===== src/sv/csi_pkg.sv =====
`timescale 1ns / 1ps

package csi_pkg;

    localparam int SUM_BITS    = 48;
    localparam int SAMPLE_BITS = 8;

    localparam int PROD_BITS = 2 * SAMPLE_BITS;
    localparam int INC_BITS  = PROD_BITS + 1;
    localparam int ADD_BITS  = ((SUM_BITS > INC_BITS) ? SUM_BITS : INC_BITS) + 1;
    localparam int HALF_BITS = (SUM_BITS + 1) / 2;
    localparam int PP_BITS   = 4 * HALF_BITS;
    localparam int RC_BITS   = 2 * SUM_BITS;
    localparam int RHS_BITS  = RC_BITS + 32;
    localparam int B_BITS    = RC_BITS + 17;
    localparam int T_BITS    = RC_BITS + 36;
    localparam int Q_BITS    = 17;
    localparam int K_BITS    = 5;
    localparam int MUL_STEPS = 8;
    localparam int MIDX_BITS = 3;

    localparam logic [SUM_BITS-1:0] SUM_MAX = '1;
    localparam logic [K_BITS-1:0]   K_TOP   = K_BITS'(Q_BITS - 1);

    typedef struct packed {
        logic [PROD_BITS-1:0] dot;
        logic [PROD_BITS-1:0] ref_e;
        logic [PROD_BITS-1:0] cand_e;
    } lane_prod_t;

    typedef struct packed {
        logic [SUM_BITS-1:0] dot;
        logic [SUM_BITS-1:0] ref_e;
        logic [SUM_BITS-1:0] cand_e;
        logic                ovf;
    } frame_sums_t;

    typedef struct packed {
        logic [Q_BITS-1:0] similarity;
        logic              degenerate;
        logic              overflowed;
    } result_t;

    typedef enum logic [2:0] {
        S_ACC,
        S_MUL,
        S_MULD,
        S_TRY,
        S_CMP,
        S_DONE
    } fin_state_t;

    // {overflow, saturated sum}
    function automatic logic [SUM_BITS:0] sat_add(input logic [SUM_BITS-1:0] sum,
                                                  input logic [INC_BITS-1:0] inc);
        logic [ADD_BITS-1:0] w;
        w = ADD_BITS'(sum) + ADD_BITS'(inc);
        if (w > ADD_BITS'(SUM_MAX))
            return {1'b1, SUM_MAX};
        return {1'b0, w[SUM_BITS-1:0]};
    endfunction

endpackage


===== src/sv/csi_lane.sv =====
`timescale 1ns / 1ps

module csi_lane (
    input  logic [csi_pkg::SAMPLE_BITS-1:0] ref_s,
    input  logic [csi_pkg::SAMPLE_BITS-1:0] cand_s,
    output csi_pkg::lane_prod_t             prod
);
    import csi_pkg::*;

    always_comb
    begin
        prod.dot    = PROD_BITS'(ref_s) * PROD_BITS'(cand_s);
        prod.ref_e  = PROD_BITS'(ref_s) * PROD_BITS'(ref_s);
        prod.cand_e = PROD_BITS'(cand_s) * PROD_BITS'(cand_s);
    end
endmodule


===== config.mk =====
export PLATFORM = sky130hd
export DESIGN_NAME = csi_lane
export DESIGN_NICKNAME = d
export VERILOG_FILES = /design/src/sv/csi_pkg.sv /design/src/sv/csi_lane.sv
export SDC_FILE = /design/constraint.sdc
export NUM_CORES = 1
export LEC_CHECK = 0
export BUFFER_PORTS_ARGS = -buffer_cell sky130_fd_sc_hd__buf_2
export CORE_MARGIN = 1
export CORE_UTILIZATION = 50
export DETAILED_ROUTE_END_ITERATION = 8
export PLACE_DENSITY = 0.7
export SLEW_MARGIN = 25
export SYNTH_ARGS = -nofsm -noshare
export SYNTH_HDL_FRONTEND = slang
export SYNTH_SLANG_ARGS = --single-unit

===== constraint.sdc =====
create_clock -name vclk -period 5.5
set_clock_uncertainty 0.15 [all_clocks]
set_input_delay 0.825 -clock vclk [all_inputs]
set_output_delay 0.825 -clock vclk [all_outputs]
set_load 0.05 [all_outputs]

==> results of run 1 <==
[kinds of logic (layout without fill, tap and decap cells)]
logic type / after synthesis / after routing / share of synthesized area [%]
other: 1 / 2 / 0.0655
muxes: 5 / 5 / 0.896
xor gates and xnor gates: 31 / 31 / 4.74
and+or+nand+nor: 229 / 229 / 21.2
adders and majority gates: 179 / 179 / 50.1
AOI/OAI and AO/OA: 100 / 100 / 11.3
buffers and inverters: 172 / 333 / 11.6
[stage by stage]
| stage | setup TNS [ps] | setup slack (ps) | total power, mW |
|---|---|---|---|
| finish | -215 | -136 | 4.12 |
| global route | -1450 | -241 | 4.42 |
| CTS | -301 | -148 | 3.77 |
| detailed placement | -4040 | -442 | 3.47 |
| global placement | -2730 | -273 | 3.41 |
| floorplan | -219 | -103 | 2.57 |
[path summary, 6_finish.rpt]
kind,to,depth (start not counted)
max,prod[45],16
min,prod[0],2
[layout by cell type, fill, tap and decap left out, drive strengths merged, types with 5 or more instances in the layout]
master and n:
ha 95, o21ai 24, inv 143, a21oi 27
xnor2 24, nand3 8, nor2b 11, a211oi 8
a21o 11, buf 189, nand2b 5, nor2 31
fa 84, xor2 7, and2 87, nand4 6
nand2 55, nor3 7
[per-layer routing]
layer  GRT usage, %  part of all wire [%]  vias to the layer above
li1               -                     -                     2593
met1           29.1                    42                     2632
met2           46.8                    54                      100
met3          0.418                   2.4                       24
met4           2.80                   1.8                        0
met5              0                     0                        -
[layout make-up]
| cell class | count | share of cell area (%) |
|---|---|---|
| Inverter | 143 | 6.74 |
| Multi-Input combinational cell | 546 | 72.1 |
| Timing Repair Buffer | 190 | 19.0 |
| Tap cell | 140 | 2.20 |
[power by group through the flow]
stage	Combinational, mW	Sequential, mW	Clock [mW]
final	4.12	0	0
after global routing	4.42	0	0
after CTS	3.77	0	0
after detailed placement	3.47	0	0
after global placement	3.41	0	0
after floorplan	2.57	0	0
[cell usage after synthesis (all sizes together), types with 2 or more instances]
cell type,number,area [um2]
inv,143,537
ha,95,1190
and2,87,544
fa,84,1680
nand2,55,206
nor2,31,116
a21oi,27,135
clkbuf,24,91.3
o21ai,24,124
xnor2,24,210
a21o,11,82.6
nor2b,11,68.8
a211oi,8,65.1
nand3,8,40.0
nor3,7,35.0
xor2,7,61.3
nand4,6,37.5
buf,5,35.0
nand2b,5,31.3
a21boi,4,30.0
and3,4,25.0
mux2i,4,40.0
a2111oi,3,26.3
a31oi,3,18.8
nand3b,3,22.5
o211ai,3,22.5
o21bai,3,22.5
or3,3,18.8
a311oi,2,17.5
nand4b,2,17.5
o21a,2,15.0
o31ai,2,20.0
[repair_timing]
| item | CTS | global route |
|---|---|---|
| resized for setup | 92 | 91 |
| buffers inserted | 0 | 2 |
| setup endpoints to repair | 23 | 22 |
| pin swaps | 17 | 30 |
==> impl_metrics.env, run 1 <==
export IMPL_cp_slowest_stage_delay_ps=500
export IMPL_dp_hpwl_mm=11.5
export IMPL_avgRoutedWirePerCell_um=13.9
export IMPL_finalWeightedCongestion=0.850
export IMPL_syn_area_um2=5720
export IMPL_switchingPower_mw=2.44
export IMPL_via_count=5349
export IMPL_netSwitchingFraction_pct=59.2
export IMPL_groute_usage_overall_pct=23.7
export IMPL_n_sequential_cell=0
export IMPL_cp_required_ps=4530
export IMPL_end_kind="output port"
export IMPL_fmax_ghz=0.177
export IMPL_slew_headroom_pct=61.6
export IMPL_antenna_found_initial=0
export IMPL_area_delta_synth_final_pct=39.1
export IMPL_drc=0
export IMPL_vias_per_cell=5.25
export IMPL_finalWorstSetupSlack_ps=-136
export IMPL_ctsHoldBuffers=0
export IMPL_critPathLaunch="cand_s[6]"
export IMPL_crit_slowest_cell="fa_1"
export IMPL_cp_cell_sequence="clkbuf_4, nand2_1, fa_1, fa_1, inv_1, fa_1, inv_1, fa_1, inv_2, ha_4, o21a_1, o31ai_4, a211oi_2, mux2i_1, or4_4, buf_8"
export IMPL_hold_viol_final=0
export IMPL_p_comb_share_pct=100.0
export IMPL_rows=38
export IMPL_worst_path_max_fanout=5
export IMPL_critPathKind="input pin to output port"
export IMPL_arrival_ps=4660
export IMPL_leakage_nw=4.17
export IMPL_port_buffer_count=62
export IMPL_drtIter0Drc=212
export IMPL_drt_pass1_iterations=4
export IMPL_fp_dieH_um=109
export IMPL_post_route_period_util_pct=102
export IMPL_fp_dieW_um=109
export IMPL_coreArea_um2=11000
export IMPL_postSynthCellCount=717
export IMPL_setup_viol=4
export IMPL_drt_total_wl_mm=14.2
export IMPL_pwr_share_clk_pct=0
export IMPL_grt_setup_unrepaired="yes"
export IMPL_ios=64
export IMPL_yosysUniqueCellTypes=54
export IMPL_violations="setup timing"
export IMPL_ir_worst_vdd_mv=0.641
export IMPL_max_slew_worst_pin_slew_ps=569
export IMPL_yosysWarnings=0
export IMPL_final_area_um2=7960
export IMPL_p_per_area_nw_per_um2=517
export IMPL_grt_max_degree=14
export IMPL_finalMaxSlewViolations=0
export IMPL_hold_class="input pin to output port"
export IMPL_avgSynthCellArea_um2=7.98
export IMPL_grt_pass1_wl_mm=23.3
export IMPL_overflow=0
export IMPL_dp_cells=1017
export IMPL_seq_area_um2=0
export IMPL_grt_pass1_vias=5524
export IMPL_crit_family="adder cells"
export IMPL_seq_power_share_pct=0
export IMPL_maxCapViolCount=0
export IMPL_min_from="cand_s[0]"
export IMPL_nNetsFinal=1076
export IMPL_crit_top_cell="fa_1"
export IMPL_intPower_mw=1.68
export IMPL_die_area_um2=11900
export IMPL_crit_path_start_kind="input pin"
export IMPL_diodes=0
export IMPL_multi_input_area_um2=5740
export IMPL_initial_core_util_pct=52.1
export IMPL_ys_seq_area_share_pct=0
export IMPL_drive_gt1_share_pct=34.5
export IMPL_antenna_left=0
export IMPL_utilization_pct=72.5
export IMPL_fillers=797
export IMPL_placedInstanceArea_um2=7260
export IMPL_fin_crit_ps=5640
export IMPL_hold_ws_ps=1900
export IMPL_instances_no_fill=1019
export IMPL_outcome="finished, violations left"
export IMPL_clock_buffer_count=0
export IMPL_worst_path_buf_inv=5
(Power assumes the default switching activity.)
==> run 2: changes to the inputs <==
--- a/config.mk
+++ b/config.mk
@@ -6,6 +6,7 @@
 export NUM_CORES = 1
 export LEC_CHECK = 0
 export BUFFER_PORTS_ARGS = -buffer_cell sky130_fd_sc_hd__buf_2
+export CORE_ASPECT_RATIO = 1.2
 export CORE_MARGIN = 1
 export CORE_UTILIZATION = 50
 export DETAILED_ROUTE_END_ITERATION = 8
==> run 2 against run 1 <==
- the run still ends with setup timing left
- count of clock-buffer cells in the layout unchanged
- first-iteration DRC count down 20%
- worst hold slack improved by 120 ps
- sequential cell count unchanged
- power rose by 8.9%
- fmax down 0.51%
- via count is 1.4% higher
- cell count is 2.2% higher
- critical path depth up 4
- critical path type unchanged
==> impl_metrics.env, run 2 (synthesis gave the netlist of run 1 again) <==
export IMPL_outcome="finished, violations left"
export IMPL_violations="setup timing"
export IMPL_grt_pass1_vias=5600
export IMPL_n_sequential_cell=0
export IMPL_instances_no_fill=1041
export IMPL_via_count=5425
export IMPL_finalWeightedCongestion=0.836
export IMPL_seq_power_share_pct=0
export IMPL_leakage_nw=4.27
export IMPL_critPathLaunch="cand_s[7]"
export IMPL_grt_pass1_wl_mm=23.5
export IMPL_antenna_found_initial=0
export IMPL_vias_per_cell=5.21
export IMPL_switchingPower_mw=2.60
export IMPL_hold_ws_ps=2020
export IMPL_maxCapViolCount=0
export IMPL_holdPathStages=3
export IMPL_p_per_area_nw_per_um2=536
export IMPL_netSwitchingFraction_pct=58.0
export IMPL_min_from="ref_s[0]"
export IMPL_cp_required_ps=4530
export IMPL_drt_total_wl_mm=15.2
export IMPL_nNetsFinal=1084
export IMPL_setup_viol=8
export IMPL_groute_usage_overall_pct=23.2
export IMPL_port_buffer_count=62
export IMPL_initial_core_util_pct=51.6
export IMPL_dp_cells=1024
export IMPL_intPower_mw=1.88
export IMPL_mostFrequentLayoutCell="inv_1"
export IMPL_drtIter0Drc=170
export IMPL_coreArea_um2=11100
export IMPL_post_route_period_util_pct=103
export IMPL_p_comb_share_pct=100.0
export IMPL_hold_viol_final=0
export IMPL_pwr_share_clk_pct=0
export IMPL_fin_crit_ps=5660
export IMPL_drive_gt1_share_pct=39.9
export IMPL_final_area_um2=8360
export IMPL_clock_buffer_count=0
export IMPL_dp_hpwl_mm=11.2
export IMPL_crit_path_start_kind="input pin"
export IMPL_placedInstanceArea_um2=7240
export IMPL_seq_area_um2=0
export IMPL_overflow=0
export IMPL_fmax_ghz=0.177
export IMPL_holdPathEnd="prod[16]"
export IMPL_finalMaxSlewViolations=0
export IMPL_antenna_left=0
export IMPL_pre_cts_ws_ps=-392
export IMPL_hold_class="input pin to output port"
export IMPL_drc=0
export IMPL_fp_dieW_um=99.7
export IMPL_end_kind="output port"
export IMPL_diodes=0
export IMPL_worst_path_max_fanout=3
export IMPL_avgRoutedWirePerCell_um=14.6
export IMPL_finalWorstSetupSlack_ps=-165
export IMPL_mostFrequentLayoutCells="inv_1 (123), buf_4 (122), and2_1 (79), ha_1 (74), fa_1 (71)"
export IMPL_critPathKind="input pin to output port"
export IMPL_ir_worst_vdd_mv=0.603
export IMPL_die_area_um2=11900
export IMPL_ctsHoldBuffers=0
export IMPL_grt_max_degree=14
export IMPL_drt_pass1_iterations=4
export IMPL_ios=64
export IMPL_arrival_ps=4690
export IMPL_rows=42
export IMPL_fp_dieH_um=119
export IMPL_area_delta_synth_final_pct=46.0
export IMPL_grt_setup_unrepaired="yes"
[run 2: changes by cell type in the layout (fill, tap and decap cells not counted), sizes merged]
| cell | change |
|---|---|
| clkbuf | +1 |
| buf | +7 |
[run 2: stage by stage]
stage	total power [mW]	setup TNS, ps	utilization, %
2_1_floorplan	2.57	-219	-
3_3_place_gp	3.42	-3110	65.3
3_5_place_dp	3.50	-4090	65.3
4_1_cts	3.85	-645	68.6
5_1_grt	4.78	-2570	75.4
6_report	4.48	-572	75.4
[run 2: cell type report]
class	instances	area [um2]
fillers	743	2730
repair buffers	198	1660
inverters	143	542
multi-input cells	546	5970
well taps	154	193
[run 2: worst max path at each step]
stage	slack [ps]	depth (start not counted)	to
floorplan	-100	15	prod[30]
global placement	-300	16	prod[15]
detailed placement	-390	16	prod[15]
CTS	-170	17	prod[47]
global route	-250	20	prod[14]
finish	-160	20	prod[14]
[run 2: what timing repair did]
item | 4_1_cts | 5_1_grt
pin swaps | 22 | 62
hold endpoints to repair | 0 | 0
endpoints found under the setup margin | 22 | 25
resized for setup | 80 | 173
setup buffers | 9 | 9
[run 2: layer usage]
layer  up-vias  track usage [%]  wire length [um]
met5         -                0                 0
met3        15            0.587               274
li1       2613                -                 -
met1      2715             28.0              6050
met4         0             2.21               180
met2        82             46.3              8670
[run 2: power groups by stage]
stage                     Clock, mW  Combinational (mW)  Sequential [mW]
after CTS                         0                3.85                0
final                             0                4.48                0
after global routing              0                4.78                0
after global placement            0                3.42                0
after floorplan                   0                2.57                0
after detailed placement          0                3.50                0
[run 2: critical path, stage by stage]
cell,delay [ps]
buf_8,100
buf_6,110
buf_4,130
buf_4,130
buf_4,130
and2_1,170
inv_2,70
fa_1,440
xnor2_2,230
xnor2_2,150
fa_1,470
ha_4,270
ha_4,170
a21oi_1,120
o21ai_0,110
or3_1,350
o21bai_1,240
buf_4,180
xnor2_4,110
buf_6,170
==> run 3: changes to the inputs <==
--- a/config.mk
+++ b/config.mk
@@ -6,7 +6,7 @@
 export NUM_CORES = 1
 export LEC_CHECK = 0
 export BUFFER_PORTS_ARGS = -buffer_cell sky130_fd_sc_hd__buf_2
-export CORE_ASPECT_RATIO = 1.2
+export CORE_ASPECT_RATIO = 1.5
 export CORE_MARGIN = 1
 export CORE_UTILIZATION = 50
 export DETAILED_ROUTE_END_ITERATION = 8
==> run 3 against run 2 <==
- the flow still finishes with violations (setup timing)
- critical endpoint is now prod[45]
- first-iteration DRC count down 5.9%
- combinational power down 5.6%
- wire length down 5.4%
- core utilization down 2.6 points
- global-route usage up 1.6 points
- sequential cell count unchanged
- largest power group unchanged
- count of clock-buffer cells in the layout unchanged
- setup slack better by 46 ps
- via count down 1.2%
- cell count down 1.2%
==> impl_metrics.env, run 3 (synthesis gave the netlist of run 1 again) <==
export IMPL_violations="setup timing"
export IMPL_p_per_area_nw_per_um2=522
export IMPL_p_comb_share_pct=100.0
export IMPL_vias_per_cell=5.21
export IMPL_wl_met3_um=251
export IMPL_slew_headroom_pct=64.6
export IMPL_wl_met2_mm=8.49
export IMPL_die_area_um2=11900
export IMPL_crit_path_start_kind="input pin"
export IMPL_utilization_pct=72.8
export IMPL_seq_power_share_pct=0
export IMPL_drt_pass1_iterations=4
export IMPL_fin_crit_ps=5620
export IMPL_port_buffer_count=62
export IMPL_finalWeightedCongestion=0.842
export IMPL_clock_buffer_count=0
export IMPL_avgRoutedWirePerCell_um=13.9
export IMPL_netSwitchingFraction_pct=58.8
export IMPL_ir_worst_vdd_mv=0.563
export IMPL_switchingPower_mw=2.49
export IMPL_multi_input_area_um2=5770
export IMPL_area_delta_synth_final_pct=41.4
export IMPL_final_area_um2=8090
export IMPL_fp_dieW_um=89.4
export IMPL_finalMaxSlewViolations=0
export IMPL_worst_path_max_fanout=7
export IMPL_ctsHoldBuffers=0
export IMPL_grt_setup_unrepaired="yes"
export IMPL_hold_viol_final=0
export IMPL_grt_pass1_wl_mm=24.3
export IMPL_grt_max_degree=14
export IMPL_ios=64
export IMPL_coreArea_um2=11100
export IMPL_drive_gt1_share_pct=35.4
export IMPL_groute_usage_overall_pct=24.8
export IMPL_cp_required_ps=4530
export IMPL_leakage_nw=4.20
export IMPL_overflow=0
export IMPL_end_kind="output port"
export IMPL_antenna_left=0
export IMPL_post_route_period_util_pct=102
export IMPL_fmax_ghz=0.178
export IMPL_via_count=5362
export IMPL_finalWorstSetupSlack_ps=-119
export IMPL_hold_class="input pin to output port"
export IMPL_mostFrequentLayoutCells="inv_1 (126), buf_4 (122), and2_1 (82), ha_1 (79), fa_1 (76)"
export IMPL_n_sequential_cell=0
export IMPL_max_slew_worst_pin_slew_ps=524
export IMPL_fillers=807
export IMPL_rows=47
export IMPL_drc=0
export IMPL_placedInstanceArea_um2=7290
export IMPL_wl_met1_mm=5.41
export IMPL_dp_hpwl_mm=11.6
export IMPL_diodes=0
export IMPL_maxCapViolCount=0
export IMPL_nNetsFinal=1079
export IMPL_fin_setup_tns_ps=-410
export IMPL_mostFrequentLayoutCell="inv_1"
export IMPL_setup_viol=6
export IMPL_grt_pass1_vias=5793
export IMPL_arrival_ps=4640
export IMPL_fp_dieH_um=133
export IMPL_critPathKind="input pin to output port"
export IMPL_routed_top_layer="met4"
export IMPL_seq_area_um2=0
export IMPL_pwr_share_clk_pct=0
export IMPL_drtIter0Drc=160
export IMPL_drt_total_wl_mm=14.4
export IMPL_intPower_mw=1.74
export IMPL_antenna_found_initial=0
export IMPL_initial_core_util_pct=51.5
export IMPL_outcome="finished, violations left"
-- run 3: worst paths after layout --
kind | start | end | slack (ps) | cells past startpoint
setup / recovery | cand_s[2] | prod[45] | -120 | 15
hold / removal | ref_s[0] | prod[16] | 1990 | 3
-- run 3: per-layer routing --
layer / up-vias / track usage [%]
li1: 2607 / -
met1: 2648 / 27.8
met2: 87 / 50.0
met3: 20 / 0.811
met4: 0 / 4.50
met5: - / 0
-- run 3: per-stage QoR --
stage / hold WS (ps) / power, mW / std cells / setup slack, ps
after floorplan: 1670 / 2.57 / 718 / -103
after CTS: 1990 / 3.97 / 1031 / -127
after detailed placement: 2010 / 3.54 / 1027 / -484
after global placement: 2010 / 3.46 / 1027 / -312
final: 1990 / 4.23 / 1029 / -119
after global routing: 2000 / 4.54 / 1029 / -231
-- run 3: power groups by stage --
stage / Clock, mW / Sequential, mW / Combinational, mW
finish: 0 / 0 / 4.23
global route: 0 / 0 / 4.54
CTS: 0 / 0 / 3.97
detailed placement: 0 / 0 / 3.54
global placement: 0 / 0 / 3.46
floorplan: 0 / 0 / 2.57
-- run 3: final cells by class --
| type | count | area share (%) |
|---|---|---|
| timing repair buffer | 193 | 19.7 |
| inverter | 143 | 6.66 |
| multi-input combinational | 546 | 71.4 |
| tap | 147 | 2.27 |
-- run 3: worst max-delay path, stage by stage --
cell and delay, ps:
buf_12 110, buf_4 130, and2_1 140, fa_1 560, fa_1 450, fa_1 500, inv_1 50, fa_1 480
inv_1 60, ha_4 170, nor2_1 280, a211oi_2 140, mux2i_1 140, or4_4 420, buf_6 170
-- run 3: timing repair --
action / CTS / global route
pin swaps: 33 / 45
endpoints found under the setup margin: 23 / 22
resized for setup: 127 / 79
buffers inserted: 4 / 0
