File: config.mk
export PLATFORM = sky130hd
export DESIGN_NAME = csi_accum
export DESIGN_NICKNAME = d
export VERILOG_FILES = /design/src/sv/csi_pkg.sv /design/src/sv/csi_accum.sv
export SDC_FILE = /design/constraint.sdc
export NUM_CORES = 1
export LEC_CHECK = 0
export BUFFER_PORTS_ARGS = -buffer_cell sky130_fd_sc_hd__buf_2
export CORE_ASPECT_RATIO = 2
export CORE_MARGIN = 3
export CORE_UTILIZATION = 60
export CTS_BUF_LIST = sky130_fd_sc_hd__clkbuf_8
export DETAILED_ROUTE_END_ITERATION = 8
export GPL_TIMING_DRIVEN = 0
export PLACE_DENSITY_LB_ADDON = 0.15
export SLEW_MARGIN = 20
export SYNTH_ARGS = -nofsm -noshare
export SYNTH_HDL_FRONTEND = slang
export SYNTH_SLANG_ARGS = --single-unit
File: constraint.sdc
create_clock -name clk -period 5.8 [get_ports clk]
set_clock_uncertainty 0.05 [all_clocks]
set_input_delay 1.16 -clock clk [delete_from_list [all_inputs] [get_ports clk]]
set_output_delay 1.16 -clock clk [all_outputs]
set_load 0.05 [all_outputs]
File: src/sv/csi_pkg.sv
`timescale 1ns / 1ps

package csi_pkg;

    localparam int SUM_BITS    = 48;
    localparam int SAMPLE_BITS = 8;

    localparam int PROD_BITS = 2 * SAMPLE_BITS;
    localparam int INC_BITS  = PROD_BITS + 1;
    localparam int ADD_BITS  = ((SUM_BITS > INC_BITS) ? SUM_BITS : INC_BITS) + 1;
    localparam int HALF_BITS = (SUM_BITS + 1) / 2;
    localparam int PP_BITS   = 4 * HALF_BITS;
    localparam int RC_BITS   = 2 * SUM_BITS;
    localparam int RHS_BITS  = RC_BITS + 32;
    localparam int B_BITS    = RC_BITS + 17;
    localparam int T_BITS    = RC_BITS + 36;
    localparam int Q_BITS    = 17;
    localparam int K_BITS    = 5;
    localparam int MUL_STEPS = 8;
    localparam int MIDX_BITS = 3;

    localparam logic [SUM_BITS-1:0] SUM_MAX = '1;
    localparam logic [K_BITS-1:0]   K_TOP   = K_BITS'(Q_BITS - 1);

    typedef struct packed {
        logic [PROD_BITS-1:0] dot;
        logic [PROD_BITS-1:0] ref_e;
        logic [PROD_BITS-1:0] cand_e;
    } lane_prod_t;

    typedef struct packed {
        logic [SUM_BITS-1:0] dot;
        logic [SUM_BITS-1:0] ref_e;
        logic [SUM_BITS-1:0] cand_e;
        logic                ovf;
    } frame_sums_t;

    typedef struct packed {
        logic [Q_BITS-1:0] similarity;
        logic              degenerate;
        logic              overflowed;
    } result_t;

    typedef enum logic [2:0] {
        S_ACC,
        S_MUL,
        S_MULD,
        S_TRY,
        S_CMP,
        S_DONE
    } fin_state_t;

    // {overflow, saturated sum}
    function automatic logic [SUM_BITS:0] sat_add(input logic [SUM_BITS-1:0] sum,
                                                  input logic [INC_BITS-1:0] inc);
        logic [ADD_BITS-1:0] w;
        w = ADD_BITS'(sum) + ADD_BITS'(inc);
        if (w > ADD_BITS'(SUM_MAX))
            return {1'b1, SUM_MAX};
        return {1'b0, w[SUM_BITS-1:0]};
    endfunction

endpackage

File: src/sv/csi_accum.sv
`timescale 1ns / 1ps

module csi_accum (
    input  logic                 clk,
    input  logic                 rst_n,
    input  logic                 take,
    input  logic                 last,
    input  csi_pkg::lane_prod_t  top_p,
    input  csi_pkg::lane_prod_t  bot_p,
    output logic                 drained,
    output logic                 frame_valid,
    output csi_pkg::frame_sums_t frame
);
    import csi_pkg::*;

    logic                p1_valid_reg, p1_valid_next;
    logic                p1_last_reg, p1_last_next;
    logic [INC_BITS-1:0] inc_dot_reg, inc_dot_next;
    logic [INC_BITS-1:0] inc_ref_reg, inc_ref_next;
    logic [INC_BITS-1:0] inc_cand_reg, inc_cand_next;

    frame_sums_t         sums_reg, sums_next;
    frame_sums_t         frame_reg, frame_next;
    logic                frame_valid_reg, frame_valid_next;

    logic [SUM_BITS:0]   add_dot, add_ref, add_cand;
    frame_sums_t         upd;

    // merge the two lanes
    always_comb
    begin
        p1_valid_next = take;
        p1_last_next  = take & last;
        inc_dot_next  = INC_BITS'(top_p.dot) + INC_BITS'(bot_p.dot);
        inc_ref_next  = INC_BITS'(top_p.ref_e) + INC_BITS'(bot_p.ref_e);
        inc_cand_next = INC_BITS'(top_p.cand_e) + INC_BITS'(bot_p.cand_e);
    end

    always_comb
    begin
        add_dot    = sat_add(sums_reg.dot, inc_dot_reg);
        add_ref    = sat_add(sums_reg.ref_e, inc_ref_reg);
        add_cand   = sat_add(sums_reg.cand_e, inc_cand_reg);
        upd.dot    = add_dot[SUM_BITS-1:0];
        upd.ref_e  = add_ref[SUM_BITS-1:0];
        upd.cand_e = add_cand[SUM_BITS-1:0];
        upd.ovf    = sums_reg.ovf | add_dot[SUM_BITS] | add_ref[SUM_BITS]
                   | add_cand[SUM_BITS];

        sums_next        = sums_reg;
        frame_next       = frame_reg;
        frame_valid_next = 1'b0;
        if (p1_valid_reg)
        begin
            if (p1_last_reg)
            begin
                sums_next        = '0;
                frame_next       = upd;
                frame_valid_next = 1'b1;
            end
            else
            begin
                sums_next = upd;
            end
        end
    end

    always_ff @(posedge clk or negedge rst_n)
    begin
        if (!rst_n)
        begin
            p1_valid_reg    <= 1'b0;
            p1_last_reg     <= 1'b0;
            sums_reg        <= '0;
            frame_valid_reg <= 1'b0;
        end
        else
        begin
            p1_valid_reg    <= p1_valid_next;
            p1_last_reg     <= p1_last_next;
            sums_reg        <= sums_next;
            frame_valid_reg <= frame_valid_next;
        end
    end

    always_ff @(posedge clk)
    begin
        inc_dot_reg  <= inc_dot_next;
        inc_ref_reg  <= inc_ref_next;
        inc_cand_reg <= inc_cand_next;
        frame_reg    <= frame_next;
    end

    assign drained     = !p1_last_reg && !frame_valid_reg;
    assign frame_valid = frame_valid_reg;
    assign frame       = frame_reg;
endmodule

==> results.md, run 1 <==
* Outcome: finished clean
* Non-Filler Instances at between 2k and 3k
* Layout overhead on the synthesized area at 15.62%
* Power density relative to cell area at approximately 400 nW/µm²
* Initial DRT Pass Iterations at 7
* Startpoint of the lowest-slack hold path: sums_reg[58]$_DFFE_PN0P_
* Sequential cell area fraction in the yosys report at just under 50%
* Most common library cell in the layout ignoring fill and taps: sky130_fd_sc_hd__buf_2
* Die extent in x at approximately 130 µm
* Port Buffer Count at 246
* CP cell instances: ha_1, inv_1, fa_1, nand2b_1, a21oi_2, a211oi_1, o31ai_2, a31oi_1, nor4_1, xnor2_1, nand2_1
* GRT overflow at 0
* Leakage power figure at between 9 and 10 nW
* Number of max-slew violations in the final report at 0
* Maximum fanout along the worst path at 8
* Number of maximum-capacitance violations at 0
* Routability Congestion at approximately 0.96
* Worst path required time at roughly 6 ns
* Layout cell share with drive strength beyond 1 at between 10% and 20%
* Wire length of the first global-routing pass at approximately 82000 µm
* Rel. slew slack at between 20 and 30%
* Element type at the critical path end: flip-flop
* Fin Hold WS at roughly 0.47 ns
* End point of the worst hold path: sums_reg[58]$_DFFE_PN0P_
* Number of buffers inserted for hold repair after clock tree synthesis at 0
* Routed WL at ~52000 µm
* Distinct cells, synth at 82
* Worst setup startpoint: sums_reg[49]$_DFFE_PN0P_
* Cell area after synthesis at 18810 µm²
* Arrival time reported for the critical path endpoint at 3.83 ns
* Post-cts resize count at 0
* Classification of the worst-slack hold path: flip-flop to flip-flop
* Flops & latches, synth at roughly 340
* Number of warnings reported in the yosys synthesis log at 0
* IR drop worst, VDD at roughly 0.00027 V
* Gate Count Post-Synth at roughly 1.8k
* Cell with the largest stage delay on the worst path: sky130_fd_sc_hd__nor4_1
* Iter 0 DRT Violations at ~1.3k
* Average footprint of a synthesized cell at ~10 µm²
* Category of the critical setup timing path: flip-flop to flip-flop
* Async set or reset register ratio after synthesis at 43.02%
* Number of nets in the final layout at approximately 2.3k
* CTS clk-pin slew, worst paths at 0.07 ns
* Transition time of the tightest slew-check pin at between 1 and 1.5 ns
* Final period utilization at approximately three fifths
* Worst reg2reg setup slack at 2.22 ns
* DPL Wire Length at 38410 µm
* Number of design rule violations left after detail routing at 0
* Most instantiated flip-flop cell in the synthesis netlist: sky130_fd_sc_hd__dfrtp_1
* Period minus WS final at approximately 3.6 ns
* Reg2Reg Capture Point: frame[95]$_DFFE_PP_
* Number of nets in the synthesized netlist at just over 2k
* Clock buffers created by TritonCTS at 46
* Initial core utilization at approximately three fifths
* Post-Layout Inst Area at about 22000 µm²
* Max frequency at roughly 280 MHz
* Number of antenna violations at the first check in global routing at 2
* Core Rows at between 90 and 100
* Max incr delay on CP at roughly 0.6 ns
* Reg2Reg Launch Point: sums_reg[49]$_DFFE_PN0P_
* Clock latency reported for the late side of the worst-skew pair at slightly above 0.6 ns
* CTS tree: yes
* Die area at 33640 µm²
* DIE HEIGHT at approximately 260 µm
* Routed length per placed instance at just over 20 µm
* Remaining number of nets flagged by the antenna check after routing at 0
* Most frequent cells in the layout: sky130_fd_sc_hd__buf_2, sky130_fd_sc_hd__nand2_1, sky130_fd_sc_hd__a21oi_1
* Clock sink total at 344
* Count of flip-flops with a built-in enable after synthesis at 145
* Depth of the worst register-to-register path at 11
* Number of I/O pins at around 250
* Standard cell area after detailed placement at roughly 21000 µm²
* Inst Count DP at about 2.5k
* Kind of start point of the critical path: flip-flop
* Fin worst setup slack at 2.223 ns
* Vias per std cell at roughly 6.2
* Worst hold path cell count at 1
* Floorplan Core Area at roughly 31000 µm²
* Number of H-tree branching levels at 2
* CTS max path bufs at 3
* Pin count of the biggest net entering global routing at 85
* Post-CTS repair timing setup buffer count at 0
* Via count of the first global-routing pass at about 16k
* Setup repair after global routing missed its margin: no
* Global-route total usage across every layer at 30.38%
* Vias at between 15k and 20k
* Final Util at a little over 70%
* Number of setup violations in the final report at 0
* Number of hold-slack violations in the final timing report at 0
* Root Driver: sky130_fd_sc_hd__clkbuf_8
* Worst slack at placement at around 1.7 ns
cell usage after synthesis, types with 23 or more instances:
library cell,number,area [µm²]
sky130_fd_sc_hd__xor2_1,57,499.2
sky130_fd_sc_hd__o21a_1,34,255.2
sky130_fd_sc_hd__and3_1,53,331.6
sky130_fd_sc_hd__dfxtp_1,51,1021
sky130_fd_sc_hd__dfrtp_1,148,3704
sky130_fd_sc_hd__inv_1,52,195.2
sky130_fd_sc_hd__clkbuf_1,50,187.7
sky130_fd_sc_hd__a21oi_1,154,770.7
sky130_fd_sc_hd__buf_2,23,115.1
sky130_fd_sc_hd__xnor2_1,86,753.2
sky130_fd_sc_hd__a31oi_1,29,181.4
sky130_fd_sc_hd__edfxtp_1,145,4354
sky130_fd_sc_hd__nand2_1,190,713.2
sky130_fd_sc_hd__o21ai_0,98,490.5
sky130_fd_sc_hd__nor2_1,89,334.1
sky130_fd_sc_hd__ha_1,99,1239
sky130_fd_sc_hd__nand3_1,67,335.3
sky130_fd_sc_hd__nand4_1,24,150.1
sky130_fd_sc_hd__nor3_1,49,245.2
sky130_fd_sc_hd__a21o_1,30,225.2
sky130_fd_sc_hd__a22o_1,47,411.6
power by group:
group          switching (mW)  total [mW]  internal, mW  leakage [nW]
Combinational            2.12        3.36          1.24          5.38
Sequential              0.200        3.24          3.04          3.62
Clock                   0.945        2.10          1.16         0.578
Total                    3.27        8.71          5.44          9.57
stage by stage:
stage	power, mW	setup TNS, ns
final	8.706	0
after global routing	9.208	0
after CTS	8.717	0
after detailed placement	6.591	0
after global placement	6.491	-222.54
after floorplan	5.762	0
cell families (layout without fill, tap and decap cells):
logic type               count (synthesis)  in the layout  synth area share [%]
XOR/XNOR                               143            143                 6.658
multiplexers                            14             14                0.7649
AND/OR/NAND/NOR                        569            569                 15.05
adder cells (fa/ha/maj)                105            105                 7.223
buffers and inverters                  134            470                 2.873
flip-flops                             344            344                 48.26
AO/OA/AOI/OAI                          535            535                 19.17
other                                    0              1                     0
how the worst max path moves through the flow:
| stage | end | slack (ns) | cells past startpoint |
|---|---|---|---|
| after floorplan | frame_valid$_DFF_PN0_ | 0.46 | 3 |
| after global placement | frame_valid$_DFF_PN0_ | -1.55 | 3 |
| after detailed placement | inc_ref_reg[15]$_DFF_P_ | 1.73 | 10 |
| after CTS | frame[95]$_DFFE_PP_ | 2.20 | 11 |
| after global routing | frame[91]$_DFFE_PP_ | 1.99 | 11 |
| final | frame[95]$_DFFE_PP_ | 2.22 | 11 |
layout make-up:
cell class	instances	area [µm²]
antenna	1	2.502
buffer	81	345.3
clock buffer	53	729.5
clock inverter	33	336.6
fill	2382	9105
inverter	53	198.9
multi-input combinational	1366	9193
sequential	344	9079
tap	418	523.0
timing repair buffer	250	1344
worst max-delay path, delay by kind of cell, from the launching register on:
| kind | cells | cell delay (ns) |
|---|---|---|
| AOI/OAI and AO/OA | 4 | 1.06 |
| xor gates and xnor gates | 1 | 0.19 |
| adders and majority gates | 2 | 0.61 |
| buffers and inverters | 1 | 0.07 |
| DFF | 1 | 0.36 |
| and+or+nand+nor | 3 | 0.94 |
metal layers:
layer	GRT usage [%]	wire length (µm)
met1	32.29	18400
met2	55.27	26830
met3	4.495	3131
met4	20.33	3962
met5	0	19
Power figures use the tool's default switching activity.
==> run 2: changes to the inputs <==
==> constraint.sdc (replaced) <==
create_clock -name clk -period 3.7 [get_ports clk]
set_clock_uncertainty 0.05 [all_clocks]
set_input_delay 0.74 -clock clk [delete_from_list [all_inputs] [get_ports clk]]
set_output_delay 0.74 -clock clk [all_outputs]
set_load 0.05 [all_outputs]
==> run 2 against run 1 <==
Clock-buffer cell count decreased by 3. Flip-flop and latch count did not move. Register-to-register slack worse by 2.1 ns. Critical path depth is the same. Sequential share of layout area is 0.16 points higher. Core utilization shrank 0.28 points. Total power increased by 53%. Clock power rose by 44%. Critical path type unchanged.
==> results.md, run 2 (synthesized netlist as in run 1, its figures left out) <==
* CP cell instances: ha_1, inv_1, fa_1, nand2b_1, a21oi_2, a211oi_1, o31ai_2, a31oi_1, nor4_2, xnor2_1, nand2_1
* Initial DRT Pass Iterations at 6 (-1)
* DPL Wire Length at 37790 µm (-1.6%)
* Wire length of the first global-routing pass at 81520 µm (-0.91%)
* Remaining number of nets flagged by the antenna check after routing at 0 (unchanged)
* Layout overhead on the synthesized area at 15.17%
* Footprint of the multi-input gates at 9221 µm² (+0.31%)
* Final period utilization at 95.63% (+34 points)
* Final Util at 70.22% (-0.28 points)
* Number of I/O pins at 247 (unchanged)
* Clock latency reported for the late side of the worst-skew pair at 0.60 ns (about the same)
* Sum Neg Setup Slack at 0 ns (unchanged)
* Via count of the first global-routing pass at 16.19k (+0.11%)
* Global-route total usage across every layer at 30.06% (-0.31 points)
* Category of the critical setup timing path: flip-flop to flip-flop
* Worst path required time at 3.96 ns (-2.09 ns)
* Power density relative to cell area at 616.5 nW/µm² (+54%)
* Rel. slew slack at 24.54% (-2.3 points)
* Non-Filler Instances at 2597 (-0.077%)
* Number of setup violations in the final report at 0 (unchanged)
* Vias at 16.03k (+0.025%)
* Post-CTS repair timing setup buffer count at 0 (unchanged)
* DIE HEIGHT at 256.4 µm (unchanged)
* Layout cell share with drive strength beyond 1 at 18.60% (-0.029 points)
* Root Driver: sky130_fd_sc_hd__clkbuf_8
* Routed WL at 51870 µm (-0.88%)
* Core Rows at 91 (unchanged)
* Leakage power figure at 9.520 nW (-0.53%)
* Arrival time reported for the critical path endpoint at 3.80 ns (-0.03 ns)
* Outcome: finished clean
* Number of H-tree branching levels at 2 (unchanged)
* Pin count of the biggest net entering global routing at 85 (unchanged)
* Number of design rule violations left after detail routing at 0 (unchanged)
* Die area at 33640 µm² (unchanged)
* Number of nets in the final layout at 2346 (-0.043%)
* Max incr delay on CP at 0.48 ns (-0.12 ns)
* Iter 0 DRT Violations at 1107 (-15%)
* Most common library cell in the layout ignoring fill and taps: sky130_fd_sc_hd__buf_2
* Depth of the worst register-to-register path at 11 (unchanged)
* CTS clk-pin slew, worst paths at 0.08 ns (about the same)
* Maximum fanout along the worst path at 8 (unchanged)
* Kind of start point of the critical path: flip-flop
* CTS max path bufs at 3 (unchanged)
* Die extent in x at 131.2 µm (unchanged)
* Period minus WS final at 3.538 ns (-0.03860 ns)
* Number of max-slew violations in the final report at 0 (unchanged)
* Port Buffer Count at 246 (unchanged)
* Clock sink total at 344 (unchanged)
* Number of hold-slack violations in the final timing report at 0 (unchanged)
* Cell with the largest stage delay on the worst path: sky130_fd_sc_hd__nor4_2
* Floorplan Core Area at 30860 µm² (unchanged)
* Classification of the worst-slack hold path: input pin to async pin
* Number of antenna violations at the first check in global routing at 1 (-1)
* Routability Congestion at 0.9674 (+1.3%)
* Reg2Reg Launch Point: sums_reg[49]$_DFFE_PN0P_
* Worst slack at placement at 0.06375 ns (-1.667 ns)
* Element type at the critical path end: flip-flop
* Fin Hold WS at 0.09529 ns (-0.3714 ns)
* CTS tree: yes
* Clock buffers created by TritonCTS at 46 (unchanged)
* Reg2Reg Capture Point: frame[95]$_DFFE_PP_
* Filler cell count in the final layout at 2452 (+2.9%)
* Transition time of the tightest slew-check pin at 1.127 ns (+0.02992 ns)
* Register area at 9079 µm² (unchanged)
* Setup repair after global routing missed its margin: yes
* GRT overflow at 0 (unchanged)
* Worst reg2reg setup slack at 0.16 ns (-2.06 ns)
* Most frequent cells in the layout: sky130_fd_sc_hd__buf_2, sky130_fd_sc_hd__nand2_1, sky130_fd_sc_hd__a21oi_1
* Initial core utilization at 60.97% (unchanged)
* Routed length per placed instance at 19.97 µm (-0.81%)
* Max frequency at 282.6 MHz (+1.1%)
* Fin worst setup slack at 0.1617 ns (-2.061 ns)
* Inst Count DP at 2511 (-0.040%)
* Number of maximum-capacitance violations at 0 (unchanged)
* IR drop worst, VDD at 0.0003994 V (+47%)
* Vias per std cell at 6.171 (+0.10%)
-- run 2: cell count changes in the layout (fill, tap and decap cells not counted), moves of 3 or more --
cell,before,now
sky130_fd_sc_hd__bufinv_16,7,4
sky130_fd_sc_hd__clkinv_2,11,5
sky130_fd_sc_hd__nor4_1,9,6
sky130_fd_sc_hd__clkinv_1,2,8
sky130_fd_sc_hd__clkinv_4,0,3
sky130_fd_sc_hd__clkbuf_2,1,5
sky130_fd_sc_hd__nor4_2,0,3
-- run 2: layer usage --
layer / track usage [%] / vias up / part of all wire, %
li1: - / 7445 / -
met1: 32.38 / 7705 / 36
met2: 53.90 / 665 / 51
met3: 4.711 / 211 / 5.4
met4: 20.41 / 0 / 7.1
met5: 0 / - / 0
-- run 2: power by group --
group | internal (mW) | switching [mW]
Sequential | 4.77 | 0.308
Combinational | 1.94 | 3.31
Clock | 1.54 | 1.48
-- run 2: stage by stage --
| step | instance area (µm²) | power (mW) |
|---|---|---|
| 6_report | 21670 | 13.36 |
| 5_1_grt | 21670 | 14.12 |
| 4_1_cts | 21630 | 13.34 |
| 3_5_place_dp | 20670 | 10.28 |
| 3_3_place_gp | 20570 | 10.15 |
| 2_1_floorplan | 18810 | 9.028 |
-- run 2: critical path, delay by kind of cell, from the launching register on --
family	cells	cell delay [ns]
AOI/OAI and AO/OA	4	1.20
xor gates and xnor gates	1	0.17
DFF	1	0.37
and+or+nand+nor	3	0.82
buffers and inverters	1	0.06
adders and majority gates	2	0.60
-- run 2: area by class of cell --
type,instances,share of cell area [%]
Multi-Input combinational cell,1366,42.56
Clock buffer,50,3.176
Antenna cell,1,0.01155
Inverter,53,0.9182
Timing Repair Buffer,249,6.110
Tap cell,418,2.414
Clock inverter,35,1.259
Buffer,81,1.646
Sequential cell,344,41.90
-- run 2: worst max path at each step --
stage | slack [ns] | endpoint | start | cells past startpoint
after CTS | 0.08 | frame[88]$_DFFE_PP_ | sums_reg[49]$_DFFE_PN0P_ | 11
after global routing | 0.002 | sums_reg[91]$_DFFE_PN0P_ | sums_reg[49]$_DFFE_PN0P_ | 11
final | 0.16 | frame[95]$_DFFE_PP_ | sums_reg[49]$_DFFE_PN0P_ | 11
after detailed placement | 0.06 | inc_ref_reg[15]$_DFF_P_ | top_p[17] | 10
after global placement | -0.61 | sums_reg[129]$_DFFE_PN0P_ | rst_n | 1
after floorplan | 0.66 | frame[0]$_DFFE_PP_ | p1_last_reg$_DFF_PN0_ | 3
-- run 2: what timing repair did --
action	in CTS	in global routing
endpoints found under the setup margin	0	25
hold buffers	0	0
endpoints found under the hold margin	0	0
resized for setup	0	11
==> run 3: changes to the inputs <==
--- a/config.mk
+++ b/config.mk
@@ -11,7 +11,7 @@
 export CORE_UTILIZATION = 60
 export CTS_BUF_LIST = sky130_fd_sc_hd__clkbuf_8
 export DETAILED_ROUTE_END_ITERATION = 8
-export GPL_TIMING_DRIVEN = 0
+export GPL_TIMING_DRIVEN = 1
 export PLACE_DENSITY_LB_ADDON = 0.15
 export SLEW_MARGIN = 20
 export SYNTH_ARGS = -nofsm -noshare
==> constraint.sdc (replaced) <==
create_clock -name clk -period 4.3 [get_ports clk]
set_clock_uncertainty 0.05 [all_clocks]
set_input_delay 0.86 -clock clk [delete_from_list [all_inputs] [get_ports clk]]
set_output_delay 0.86 -clock clk [all_outputs]
set_load 0.05 [all_outputs]
==> run 3 against run 2 <==
Routed wire length fell by 12%. Highest routed layer unchanged. First-iteration DRC count is 0.81% lower. Hold slack improved by 0.22 ns. Largest power group unchanged. Sequential share of layout area grew 0.65 points.
==> results.md, run 3 (synthesized netlist as in run 1, its figures left out) <==
* GRT overflow at 0 (unchanged)
* Max frequency at 291.6 MHz (+3.2%)
* DIE HEIGHT at 256.4 µm (unchanged)
* Clock buffers created by TritonCTS at 47 (+2.2%)
* Initial core utilization at 60.97% (unchanged)
* Wire length of the first global-routing pass at 73820 µm (-9.4%)
* PnR Total Power at 11.32 mW (-15%)
* Post-Layout Inst Area at 21350 µm² (-1.5%)
* CTS clk-pin slew, worst paths at 0.07 ns (about the same)
* Initial DRT Pass Iterations at 5 (-1)
* Non-Filler Instances at 2532 (-2.5%)
* Number of maximum-capacitance violations at 0 (unchanged)
* Number of buffers inserted for hold repair after clock tree synthesis at 0 (unchanged)
* Fin worst setup slack at 0.8705 ns (+0.7088 ns)
* Number of max-slew violations in the final report at 0 (unchanged)
* Kind of start point of the critical path: flip-flop
* Die area at 33640 µm² (unchanged)
* Final period utilization at 79.76% (-16 points)
* Vias at 15.39k (-4.0%)
* Depth of the worst register-to-register path at 10 (-1)
* Reg2Reg Launch Point: sums_reg[97]$_DFFE_PN0P_
* Number of diodes at 0 (-1)
* Period minus WS final at 3.430 ns (-0.1088 ns)
* Classification of the worst-slack hold path: input pin to async pin
* Routed length per placed instance at 17.97 µm (-10%)
* Inst Count DP at 2445 (-2.6%)
* Maximum fanout along the worst path at 10 (+2)
* Most common library cell in the layout ignoring fill and taps: sky130_fd_sc_hd__buf_2
* Worst path required time at 4.58 ns (+0.62 ns)
* Layout cell share with drive strength beyond 1 at 18.40% (-0.19 points)
* CTS tree: yes
* Routability Congestion at 0.8886 (-8.1%)
* Vias per std cell at 6.079 (-1.5%)
* Global-route total usage across every layer at 26.37% (-3.7 points)
* Iter 0 DRT Violations at 1098 (-0.81%)
* Category of the critical setup timing path: flip-flop to flip-flop
* CTS max path bufs at 3 (unchanged)
* Layout overhead on the synthesized area at 13.47%
* Arrival time reported for the critical path endpoint at 3.71 ns (-0.09 ns)
* Root Driver: sky130_fd_sc_hd__clkbuf_8
* Rel. slew slack at 28.40% (+3.9 points)
* Remaining number of nets flagged by the antenna check after routing at 0 (unchanged)
* Floorplan Core Area at 30860 µm² (unchanged)
* Number of antenna violations at the first check in global routing at 0 (-1)
* Sum Neg Setup Slack at 0 ns (unchanged)
* Outcome: finished clean
* Setup repair after global routing missed its margin: no
* Core Rows at 91 (unchanged)
* Die extent in x at 131.2 µm (unchanged)
* Fin Hold WS at 0.3130 ns (+0.2177 ns)
* DPL Wire Length at 31940 µm (-15%)
* Worst reg2reg setup slack at 0.87 ns (+0.71 ns)
* Number of hold-slack violations in the final timing report at 0 (unchanged)
* Via count of the first global-routing pass at 15.39k (-4.9%)
* Final Util at 69.18% (-1.0 points)
* Transition time of the tightest slew-check pin at 1.074 ns (-0.05277 ns)
* Most frequent cells in the layout: sky130_fd_sc_hd__buf_2, sky130_fd_sc_hd__nand2_1, sky130_fd_sc_hd__a21oi_1
* Port Buffer Count at 246 (unchanged)
* Number of I/O pins at 247 (unchanged)
* Pin count of the biggest net entering global routing at 110 (+29%)
* Number of nets in the final layout at 2281 (-2.8%)
* Number of setup violations in the final report at 0 (unchanged)
* Number of H-tree branching levels at 2 (unchanged)
* Reg2Reg Capture Point: frame[129]$_DFFE_PP_
* Routed WL at 45490 µm (-12%)
* IR drop worst, VDD at 0.0003357 V (-16%)
* Post-cts resize count at 0 (unchanged)
* Clock sink total at 344 (unchanged)
* Clock latency reported for the late side of the worst-skew pair at 0.60 ns (about the same)
* Power density relative to cell area at 530.5 nW/µm² (-14%)
* Post-CTS repair timing setup buffer count at 0 (unchanged)
* Element type at the critical path end: flip-flop
* Standard cell area after detailed placement at 20410 µm² (-1.2%)
* Worst slack at placement at 0.6136 ns (+0.5499 ns)
* Number of design rule violations left after detail routing at 0 (unchanged)
* Leakage power figure at 9.406 nW (-1.2%)
-- run 3: cell count changes in the layout (fill, tap and decap cells not counted), sizes merged --
cell,change
bufinv,-2
clkbuf,-49
clkinvlp,-3
buf,-13
inv,+3
diode,-1
-- run 3: report_power, final --
part / internal, mW / switching (mW) / leakage, nW
sequential: 4.11 / 0.297 / 3.62
clock: 1.27 / 1.23 / 0.535
combinational: 1.66 / 2.75 / 5.25
total: 7.04 / 4.28 / 9.41
-- run 3: worst max path at each step --
| stage | cells past startpoint | to | slack, ns | startpoint |
|---|---|---|---|---|
| floorplan | 3 | frame[0]$_DFFE_PP_ | 1.26 | p1_last_reg$_DFF_PN0_ |
| global placement | 10 | inc_ref_reg[15]$_DFF_P_ | 0.67 | top_p[17] |
| detailed placement | 10 | inc_ref_reg[15]$_DFF_P_ | 0.61 | top_p[17] |
| CTS | 11 | frame[87]$_DFFE_PP_ | 0.87 | sums_reg[49]$_DFFE_PN0P_ |
| global route | 11 | frame[87]$_DFFE_PP_ | 0.54 | sums_reg[49]$_DFFE_PN0P_ |
| finish | 10 | frame[129]$_DFFE_PP_ | 0.87 | sums_reg[97]$_DFFE_PN0P_ |
-- run 3: layout make-up --
cell class / instances / area, µm²
Inverter: 53 / 203.9
Clock buffer: 54 / 743.2
Sequential cell: 344 / 9082
Multi-Input combinational cell: 1366 / 9205
Tap cell: 418 / 523.0
Fill cell: 2433 / 9510
Timing Repair Buffer: 264 / 1398
Clock inverter: 33 / 190.2
-- run 3: routing by layer --
layer | global-route usage, % | wire length (µm)
met5 | 0 | 0
met4 | 15.01 | 2608
met3 | 3.239 | 2178
met2 | 48.56 | 23710
met1 | 29.12 | 16990
-- run 3: worst max-delay path: stages, from the launching register on --
cell and delay, ns:
sky130_fd_sc_hd__dfrtp_1 0.37, sky130_fd_sc_hd__ha_1 0.19, sky130_fd_sc_hd__inv_1 0.06, sky130_fd_sc_hd__fa_1 0.38, sky130_fd_sc_hd__nor2b_1 0.29, sky130_fd_sc_hd__o311a_1 0.28, sky130_fd_sc_hd__o211ai_1 0.17, sky130_fd_sc_hd__a21oi_2 0.46
sky130_fd_sc_hd__and2_1 0.34, sky130_fd_sc_hd__and3_1 0.25, sky130_fd_sc_hd__mux2_2 0.34
